--- config.mk ---
export PLATFORM = sky130hd
export DESIGN_NAME = button_set_time_of_day_clock
export DESIGN_NICKNAME = d
export VERILOG_FILES = /design/src/rtl/core/bstod_pkg.sv /design/src/rtl/core/bstod_ctrl.sv /design/src/rtl/core/bstod_time.sv /design/src/rtl/core/button_set_time_of_day_clock.sv
export SDC_FILE = /design/constraint.sdc
export NUM_CORES = 1
export LEC_CHECK = 0
export BUFFER_PORTS_ARGS = -buffer_cell sky130_fd_sc_hd__buf_4
export CORE_MARGIN = 5
export CORE_UTILIZATION = 40
export CTS_CLUSTER_SIZE = 40
export DETAILED_ROUTE_END_ITERATION = 7
export GPL_TIMING_DRIVEN = 0
export HOLD_SLACK_MARGIN = 0.12
export PLACE_DENSITY = 0.6
export SLEW_MARGIN = 15
export SYNTH_ARGS = -nofsm -noshare
export SYNTH_HDL_FRONTEND = slang
export SYNTH_SLANG_ARGS = --single-unit
--- constraint.sdc ---
create_clock -name clk -period 13.1 [get_ports clk]
set_input_delay 1.31 -clock clk [delete_from_list [all_inputs] [get_ports clk]]
set_output_delay 1.31 -clock clk [all_outputs]
set_load 0.03 [all_outputs]
--- src/rtl/core/bstod_pkg.sv ---
// ----------------------------------------------------------------------------
// bstod_pkg
// Shared types, constants and time arithmetic for the time-of-day clock.
// ----------------------------------------------------------------------------
package bstod_pkg;

	localparam int CNT_W     = 10;
	localparam int DEB_W     = 8;
	localparam int BTN_W     = 5;
	localparam int CFG_IDX_W = 3;
	localparam int CFG_DAT_W = 10;

	localparam logic [CNT_W-1:0] CNT_MAX = '1;

	localparam logic CMD_TICK   = 1'b0;
	localparam logic CMD_BUTTON = 1'b1;

	localparam int BTN_MIN  = 0;
	localparam int BTN_SEC  = 1;
	localparam int BTN_DOWN = 2;
	localparam int BTN_HOUR = 3;
	localparam int BTN_UP   = 4;

	localparam logic [CFG_IDX_W-1:0] REG_TICKS_PER_SECOND = 3'd0;
	localparam logic [CFG_IDX_W-1:0] REG_DISPLAY_TICKS    = 3'd1;
	localparam logic [CFG_IDX_W-1:0] REG_DEBOUNCE_TICKS   = 3'd2;
	localparam logic [CFG_IDX_W-1:0] REG_HOLD_TICKS       = 3'd3;
	localparam logic [CFG_IDX_W-1:0] REG_REPEAT_TICKS     = 3'd4;

	localparam logic [CNT_W-1:0] RST_TICKS_PER_SECOND = 10'd100;
	localparam logic [CNT_W-1:0] RST_DISPLAY_TICKS    = 10'd20;
	localparam logic [DEB_W-1:0] RST_DEBOUNCE_TICKS   = 8'd7;
	localparam logic [CNT_W-1:0] RST_HOLD_TICKS       = 10'd100;
	localparam logic [CNT_W-1:0] RST_REPEAT_TICKS     = 10'd50;

	localparam logic [4:0] HOUR_LAST = 5'd23;
	localparam logic [5:0] MS_LAST   = 6'd59;

	typedef struct packed {
		logic             cmd;
		logic [BTN_W-1:0] buttons;
	} in_t;

	typedef struct packed {
		logic [4:0] hour_now;
		logic [5:0] minute_now;
		logic [5:0] second_now;
		logic       refresh;
	} out_t;

	typedef struct packed {
		logic [4:0] hour;
		logic [5:0] minute;
		logic [5:0] second;
	} time_t;

	// events for one tick, from the counter unit to the time unit
	typedef struct packed {
		logic             sec_step;
		logic             apply_latch;
		logic             apply_repeat;
		logic [BTN_W-1:0] buttons;
		logic             refresh;
	} ev_t;

	function automatic logic [CNT_W-1:0] sat_inc(logic [CNT_W-1:0] v);
		return (v == CNT_MAX) ? v : v + 1'b1;
	endfunction

	function automatic logic [4:0] hour_up(logic [4:0] v);
		return (v >= HOUR_LAST) ? 5'd0 : v + 5'd1;
	endfunction

	function automatic logic [4:0] hour_down(logic [4:0] v);
		return (v == 5'd0 || v > HOUR_LAST) ? HOUR_LAST : v - 5'd1;
	endfunction

	function automatic logic [5:0] ms_up(logic [5:0] v);
		return (v >= MS_LAST) ? 6'd0 : v + 6'd1;
	endfunction

	function automatic logic [5:0] ms_down(logic [5:0] v);
		return (v == 6'd0 || v > MS_LAST) ? MS_LAST : v - 6'd1;
	endfunction

	function automatic time_t apply_btn(time_t t, logic [BTN_W-1:0] b);
		time_t r;
		r = t;
		if (b[BTN_DOWN]) begin
			if (b[BTN_HOUR]) r.hour   = hour_down(r.hour);
			if (b[BTN_MIN])  r.minute = ms_down(r.minute);
			if (b[BTN_SEC])  r.second = ms_down(r.second);
		end
		if (b[BTN_UP]) begin
			if (b[BTN_HOUR]) r.hour   = hour_up(r.hour);
			if (b[BTN_MIN])  r.minute = ms_up(r.minute);
			if (b[BTN_SEC])  r.second = ms_up(r.second);
		end
		return r;
	endfunction

endpackage

--- src/rtl/core/bstod_ctrl.sv ---
// ----------------------------------------------------------------------------
// bstod_ctrl
// Configuration registers, interval counters and button debounce/repeat.
// ----------------------------------------------------------------------------
module bstod_ctrl (
	input  logic                          clk,
	input  logic                          arst_n,
	input  logic                          cfg_we,
	input  logic [bstod_pkg::CFG_IDX_W-1:0] cfg_index,
	input  logic [bstod_pkg::CFG_DAT_W-1:0] cfg_data,
	input  logic                          fire,
	input  bstod_pkg::in_t                item,
	output bstod_pkg::ev_t                ev
);
	import bstod_pkg::*;

	logic [CNT_W-1:0] tps_q, disp_q, hold_q, rep_q;
	logic [DEB_W-1:0] deb_q;
	logic [CNT_W-1:0] sec_cnt_q, ref_cnt_q, rep_cnt_q, settle_q;
	logic [BTN_W-1:0] raw_q, latched_q;

	logic [CNT_W-1:0] sec_inc, ref_inc, rep_inc;
	logic             sec_hit, ref_hit, latch, rep_hit;
	logic [BTN_W-1:0] latched_nxt;

	always_comb begin
		sec_inc     = sat_inc(sec_cnt_q);
		ref_inc     = sat_inc(ref_cnt_q);
		rep_inc     = sat_inc(rep_cnt_q);
		sec_hit     = sec_inc >= tps_q;
		ref_hit     = ref_inc >= disp_q;
		latch       = settle_q == {{(CNT_W-DEB_W){1'b0}}, deb_q};
		latched_nxt = latch ? raw_q : latched_q;
		rep_hit     = (settle_q >= hold_q) && (rep_inc >= rep_q);
		ev.sec_step     = sec_hit && (latched_q == '0);
		ev.apply_latch  = latch && (raw_q != '0);
		ev.apply_repeat = rep_hit;
		ev.buttons      = latched_nxt;
		ev.refresh      = ref_hit;
	end

	always_ff @(posedge clk or negedge arst_n) begin
		if (!arst_n) begin
			tps_q  <= RST_TICKS_PER_SECOND;
			disp_q <= RST_DISPLAY_TICKS;
			deb_q  <= RST_DEBOUNCE_TICKS;
			hold_q <= RST_HOLD_TICKS;
			rep_q  <= RST_REPEAT_TICKS;
		end else if (cfg_we) begin
			case (cfg_index)
				REG_TICKS_PER_SECOND: tps_q  <= cfg_data;
				REG_DISPLAY_TICKS:    disp_q <= cfg_data;
				REG_DEBOUNCE_TICKS:   deb_q  <= cfg_data[DEB_W-1:0];
				REG_HOLD_TICKS:       hold_q <= cfg_data;
				REG_REPEAT_TICKS:     rep_q  <= cfg_data;
				default: ;
			endcase
		end
	end

	always_ff @(posedge clk or negedge arst_n) begin
		if (!arst_n) begin
			sec_cnt_q <= '0;
			ref_cnt_q <= '0;
			rep_cnt_q <= '0;
			settle_q  <= '0;
			raw_q     <= '0;
			latched_q <= '0;
		end else if (fire) begin
			if (item.cmd == CMD_TICK) begin
				sec_cnt_q <= sec_hit ? '0 : sec_inc;
				ref_cnt_q <= ref_hit ? '0 : ref_inc;
				rep_cnt_q <= rep_hit ? '0 : rep_inc;
				settle_q  <= sat_inc(settle_q);
				latched_q <= latched_nxt;
			end else begin
				raw_q    <= item.buttons;
				settle_q <= '0;
			end
		end
	end

endmodule

--- src/rtl/core/bstod_time.sv ---
// ----------------------------------------------------------------------------
// bstod_time
// Hours, minutes and seconds: one-second step with carry, button adjust.
// ----------------------------------------------------------------------------
module bstod_time (
	input  logic             clk,
	input  logic             arst_n,
	input  logic             fire,
	input  logic             tick,
	input  bstod_pkg::ev_t   ev,
	output bstod_pkg::time_t time_nxt
);
	import bstod_pkg::*;

	time_t now_q;
	time_t stepped, adj1, adj2;

	always_comb begin
		stepped = now_q;
		if (ev.sec_step) begin
			stepped.second = ms_up(now_q.second);
			if (stepped.second == 6'd0) begin
				stepped.minute = ms_up(now_q.minute);
				if (stepped.minute == 6'd0) stepped.hour = hour_up(now_q.hour);
			end
		end
		adj1 = ev.apply_latch ? apply_btn(stepped, ev.buttons) : stepped;
		adj2 = ev.apply_repeat ? apply_btn(adj1, ev.buttons) : adj1;
		time_nxt = tick ? adj2 : now_q;
	end

	always_ff @(posedge clk or negedge arst_n) begin
		if (!arst_n) begin
			now_q <= '0;
		end else if (fire) begin
			now_q <= time_nxt;
		end
	end

endmodule

--- src/rtl/core/button_set_time_of_day_clock.sv ---
// ----------------------------------------------------------------------------
// button_set_time_of_day_clock
// 24-hour clock advanced by tick items and set by debounced push buttons.
// ----------------------------------------------------------------------------
// Usage:
//   in_data carries one item per transfer: cmd = 0 is a timer tick,
//   cmd = 1 a button change with the raw button levels in buttons.
//   Every item yields exactly one result on out_data: the time after
//   the item and the refresh strobe (always 0 for a button change).
//   An item sits in the input register after its transfer and then moves
//   to the result register, which raises out_valid. Throughput: one item
//   per cycle while out_ready keeps the result register draining; the
//   update of counters and time is one short pass of logic.
//   in_ready stays high while the input register is empty or the result
//   register is empty or being taken, so the input register is a one-deep
//   skid stage: when out_ready is low, one more item is held and then
//   in_ready drops.
//   Configuration is written through cfg_we/cfg_index/cfg_data; the user
//   writes it only while no item is in flight, which the block does not
//   enforce. Unused indexes are ignored. Reset (arst_n low) clears time,
//   counters and buttons, empties both stages, restores register defaults.
// ----------------------------------------------------------------------------
module button_set_time_of_day_clock (
	input  logic                            clk,
	input  logic                            arst_n,
	input  logic                            cfg_we,
	input  logic [bstod_pkg::CFG_IDX_W-1:0] cfg_index,
	input  logic [bstod_pkg::CFG_DAT_W-1:0] cfg_data,
	input  logic                            in_valid,
	output logic                            in_ready,
	input  bstod_pkg::in_t                  in_data,
	output logic                            out_valid,
	input  logic                            out_ready,
	output bstod_pkg::out_t                 out_data
);
	import bstod_pkg::*;

	logic  valid_s1;
	in_t   item_s1;
	logic  out_valid_q;
	out_t  out_q;
	logic  advance, fire, tick;
	ev_t   ev;
	time_t time_nxt;

	assign advance  = !out_valid_q || out_ready;
	assign fire     = valid_s1 && advance;
	assign tick     = item_s1.cmd == CMD_TICK;
	assign in_ready = !valid_s1 || advance;

	always_ff @(posedge clk or negedge arst_n) begin
		if (!arst_n) begin
			valid_s1 <= 1'b0;
		end else if (in_ready) begin
			valid_s1 <= in_valid;
		end
	end

	always_ff @(posedge clk) begin
		if (in_valid && in_ready) item_s1 <= in_data;
	end

	bstod_ctrl u_ctrl (
		.clk       (clk),
		.arst_n    (arst_n),
		.cfg_we    (cfg_we),
		.cfg_index (cfg_index),
		.cfg_data  (cfg_data),
		.fire      (fire),
		.item      (item_s1),
		.ev        (ev)
	);

	bstod_time u_time (
		.clk      (clk),
		.arst_n   (arst_n),
		.fire     (fire),
		.tick     (tick),
		.ev       (ev),
		.time_nxt (time_nxt)
	);

	always_ff @(posedge clk or negedge arst_n) begin
		if (!arst_n) begin
			out_valid_q <= 1'b0;
		end else if (advance) begin
			out_valid_q <= valid_s1;
		end
	end

	always_ff @(posedge clk) begin
		if (fire) begin
			out_q.hour_now   <= time_nxt.hour;
			out_q.minute_now <= time_nxt.minute;
			out_q.second_now <= time_nxt.second;
			out_q.refresh    <= tick && ev.refresh;
		end
	end

	assign out_valid = out_valid_q;
	assign out_data  = out_q;

	a_fire_lands: assert property (@(posedge clk) disable iff (!arst_n)
		fire |=> out_valid_q)
		else $error("processed item did not reach the result register");

	a_button_no_strobe: assert property (@(posedge clk) disable iff (!arst_n)
		(fire && !tick) |=> !out_q.refresh)
		else $error("refresh set on a button change");

	a_time_range: assert property (@(posedge clk) disable iff (!arst_n)
		out_valid_q |-> (out_q.hour_now <= HOUR_LAST && out_q.minute_now <= MS_LAST
			&& out_q.second_now <= MS_LAST))
		else $error("time field out of range");

	a_stall_only_full: assert property (@(posedge clk) disable iff (!arst_n)
		!in_ready |-> (valid_s1 && out_valid_q && !out_ready))
		else $error("input stalled while a stage is free");

endmodule

==> summary.txt <==
Run status
  – Status: finished clean

Worst setup path
  – Critical path type: flip-flop to flip-flop
  – Reg2Reg Depth: 44
  – Worst path slowest cell: a2111oi_4
  – Worst R2R Start: u_ctrl.sec_cnt_q[0]$_DFFE_PN0P_
  – CP max FO: 10
  – Crit end category: flip-flop
  – Most frequent CP cell: ha_1
  – Required time worst endpoint: 13.25 ns
  – Reg-to-reg endpoint: out_data[14]$_DFFE_PP_
  – Flop2flop setup slack: approximately 2.1 ns
  – Worst EP arrival: 11.14 ns
  – Crit path launch type: flip-flop
  – Crit path largest cell delay: 0.51 ns

STA
  – Max_slew headroom: 0.242
  – Final number of setup-violating endpoints: 0
  – Setup_tns: 0 ns
  – Tmin final: between 10 and 15 ns
  – Fin. Hold Viols: 0
  – Highest achievable clock rate: between 90 and 100 MHz
  – Max-slew violations: 0
  – Clock skew: 0.0128 ns
  – Tcrit/Tclk final: 0.839
  – Least-Margin Pin Slew: approximately 1.1 ns
  – Setup repair after global routing missed its margin: no

GRT
  – GRT Util Overall: 0.208
  – Met3 usage: 0.0265
  – Pin count of the biggest net entering global routing: 68
  – First-pass GRT wire length: ~55000 µm
  – M1 GR Usage: 0.285
  – Met2 Usage GRT: 0.346
  – Vias in the first global route: 10300
  – Initial antenna violation count: 0
  – Overflow after GRT: 0
  – GRT Max-Usage Layer: met2

Clock tree
  – CTS tree: yes
  – CTS Root Cell: clkbuf_16
  – Hold-fix buffers, CTS: 0
  – H-tree Lvls: 4
  – Post_cts resized: 0
  – Clk_lat worst skew: 0.44 ns
  – Clock buffer count from CTS: 17
  – Sink Count: 141
  – CTS Buffer Depth: 2
  – Clk slew on worst S/H paths: approximately 0.07 ns
  – Post-CTS setup buffer count: 0

Die
  – Initial Util: 0.406
  – Ports: 44
  – Die W: 181 µm
  – Overall die height: 181 µm
  – DIE AREA: 32700 µm²
  – Row count: 62
  – Core Footprint: approximately 29000 µm²

Finish
  – ANT cells: 0
  – Area Growth Syn to Fin: 12.0%
  – Nets: between 1500 and 2000
  – Share of cells above drive strength 1: 0.132

Synth
  – Mapped Nets: 1498
  – Gate Count Post-Synth: 1406
  – Avg Cell Area, Syn: 8.30 µm²
  – Distinct cells, synth: a little under 100
  – Ys Warns: 0
  – Ys flop type: dfrtp_1
  – Post-synth EDFFs: 24
  – Sequential share of the synthesized area: 0.314
  – Ys async rst share: 0.830
  – Synth Cell Area: 11700 µm²
  – #FFs+latches synth: 141

Worst hold path
  – Hold_sp: item_s1[4]$_DFFE_PP_
  – Worst hold endpoint: u_ctrl.raw_q[4]$_DFFE_PN0P_
  – Min-Delay Path Class: flip-flop to flip-flop
  – Hold Path Stages: 2

Drt
  – ANT nets after route: 0
  – Total wire length: between 30000 and 40000 µm
  – Residual DRC: 0
  – Via-to-Cell Ratio: 5.84
  – Drt first pass iters: 5
  – Iter 0 DRT Violations: just over 1000
  – Vias after detailed routing: 10900
  – Drt wl/cell: around 19 µm

Placed design
  – GP Congestion: slightly above 0.9
  – I/O Buffers: 42
  – Final HPWL DP: 25800 µm

Power
  – LEAKAGE: 5.36 nW
  – Peak VDD IR: 0.0697 mV
  – Final Power: 2.06 mW
  – Power Dens Cells: 158 nW/µm²

Job
  – Max Cap Viol: 0
## Yosys cell counts, types with 8 or more instances
cell type,count,area share
mux2_2,53,0.051
or3_1,17,0.0091
a21oi_1,63,0.027
nor2_1,112,0.036
o211ai_1,11,0.0071
dfrtp_1,103,0.22
nand2_1,190,0.061
xnor2_1,30,0.023
mux2i_1,18,0.015
o21ai_0,107,0.046
nor3_1,30,0.013
a221oi_1,8,0.0060
nand3_1,50,0.021
clkbuf_1,56,0.018
o31a_1,8,0.0060
xor2_1,16,0.012
nor3b_1,8,0.0051
nor2b_1,16,0.0086
nand4_1,20,0.011
dfstp_2,14,0.032
a21o_1,24,0.015
and2_1,14,0.0075
and3_1,11,0.0059
a31oi_1,21,0.011
inv_1,64,0.021
ha_1,68,0.073
nand2b_1,25,0.013
o22ai_1,9,0.0048
o21ai_1,12,0.0051
edfxtp_1,24,0.062
a211oi_1,14,0.0090
buf_2,8,0.0034
o31ai_1,23,0.015
or4_1,9,0.0058
o21a_1,14,0.0090
## worst max-delay path: cells and delay by family, from the launching register on
| family | cells | cell delay [ns] |
|---|---|---|
| XOR/XNOR | 1 | 0.16 |
| AO/OA/AOI/OAI | 14 | 4.02 |
| AND/OR/NAND/NOR | 18 | 3.72 |
| buffers and inverters | 5 | 0.80 |
| adder cells (fa/ha/maj) | 6 | 1.56 |
| flip-flops | 1 | 0.43 |
## cell type report
class / count / area (µm²)
clock inverter: 15 / 144
inverter: 65 / 244
timing repair buffer: 43 / 347
multi-input combinational: 1130 / 7480
clock buffer: 17 / 425
tap: 384 / 480
fill: 2847 / 15700
sequential: 141 / 3670
buffer: 70 / 295
## cells by family after synthesis
logic type	synth area share
xor gates and xnor gates	0.0345
buffers and inverters	0.0462
muxes	0.0698
DFF	0.314
AOI/OAI and AO/OA	0.238
adders and majority gates	0.0729
and+or+nand+nor	0.224
## where the power goes
part / internal (mW) / leakage (nW) / switching, mW / total [mW]
logic: 0.366 / 3.38 / 0.589 / 0.956
registers: 0.543 / 1.70 / 0.0788 / 0.622
clock network: 0.252 / 0.281 / 0.233 / 0.485
## metrics by stage
| stage | hold slack (ns) | setup WS [ns] | utilization | cells | cell area, µm² |
|---|---|---|---|---|---|
| 5_1_grt | 0.489 | 1.37 | 0.454 | 1865 | 13100 |
| 3_3_place_gp | 0.455 | 2.29 | 0.433 | 1832 | 12500 |
| 6_report | 0.475 | 2.11 | 0.454 | 1865 | 13100 |
| 2_1_floorplan | 0.426 | 4.07 | - | 1406 | 11700 |
| 3_5_place_dp | 0.455 | 2.29 | 0.435 | 1833 | 12500 |
| 4_1_cts | 0.473 | 2.20 | 0.454 | 1865 | 13100 |
## worst max path at each step
stage | start | to | slack, ns
after floorplan | u_ctrl.sec_cnt_q[0]$_DFFE_PN0P_ | out_data[14]$_DFFE_PP_ | 4.07
after global placement | u_ctrl.sec_cnt_q[0]$_DFFE_PN0P_ | out_data[14]$_DFFE_PP_ | 2.29
after detailed placement | u_ctrl.sec_cnt_q[0]$_DFFE_PN0P_ | out_data[14]$_DFFE_PP_ | 2.29
after CTS | u_ctrl.sec_cnt_q[0]$_DFFE_PN0P_ | out_data[14]$_DFFE_PP_ | 2.20
after global routing | u_ctrl.sec_cnt_q[0]$_DFFE_PN0P_ | out_data[14]$_DFFE_PP_ | 1.37
final | u_ctrl.sec_cnt_q[0]$_DFFE_PN0P_ | out_data[14]$_DFFE_PP_ | 2.11
## cells in the final DEF (no fill, tap or decap), types with 16 or more instances in the layout
| master | instances |
|---|---|
| inv_1 | 64 |
| edfxtp_1 | 24 |
| nor3_1 | 30 |
| a21o_1 | 24 |
| xnor2_1 | 30 |
| or3_1 | 17 |
| o31ai_1 | 23 |
| nand2_1 | 190 |
| nand2b_1 | 25 |
| a21oi_1 | 63 |
| mux2i_1 | 18 |
| dfrtp_1 | 103 |
| clkbuf_16 | 17 |
| o21ai_0 | 107 |
| xor2_1 | 16 |
| buf_4 | 41 |
| clkbuf_1 | 56 |
| nand3_1 | 50 |
| a31oi_1 | 21 |
| mux2_2 | 53 |
| nor2_1 | 111 |
| nand4_1 | 20 |
| nor2b_1 | 16 |
| ha_1 | 68 |
## registers in the layout, summed over array words and instances (netlist names), 5 cells and up
| signal | cells |
|---|---|
| u_ctrl.latched_q | 5 |
| u_time.now_q | 17 |
| u_ctrl.rep_q | 10 |
| u_ctrl.tps_q | 10 |
| u_ctrl.deb_q | 8 |
| out_data | 18 |
| u_ctrl.ref_cnt_q | 10 |
| u_ctrl.sec_cnt_q | 10 |
| u_ctrl.raw_q | 5 |
| u_ctrl.hold_q | 10 |
| u_ctrl.settle_q | 10 |
| u_ctrl.rep_cnt_q | 10 |
| u_ctrl.disp_q | 10 |
| item_s1 | 6 |
## layer usage
metal,up-vias,part of all wire
li1,5301,-
met1,5257,0.46
met2,275,0.48
met3,50,0.042
met4,0,0.022
met5,-,0
Note: power is estimated with default switching activity, not from simulation.
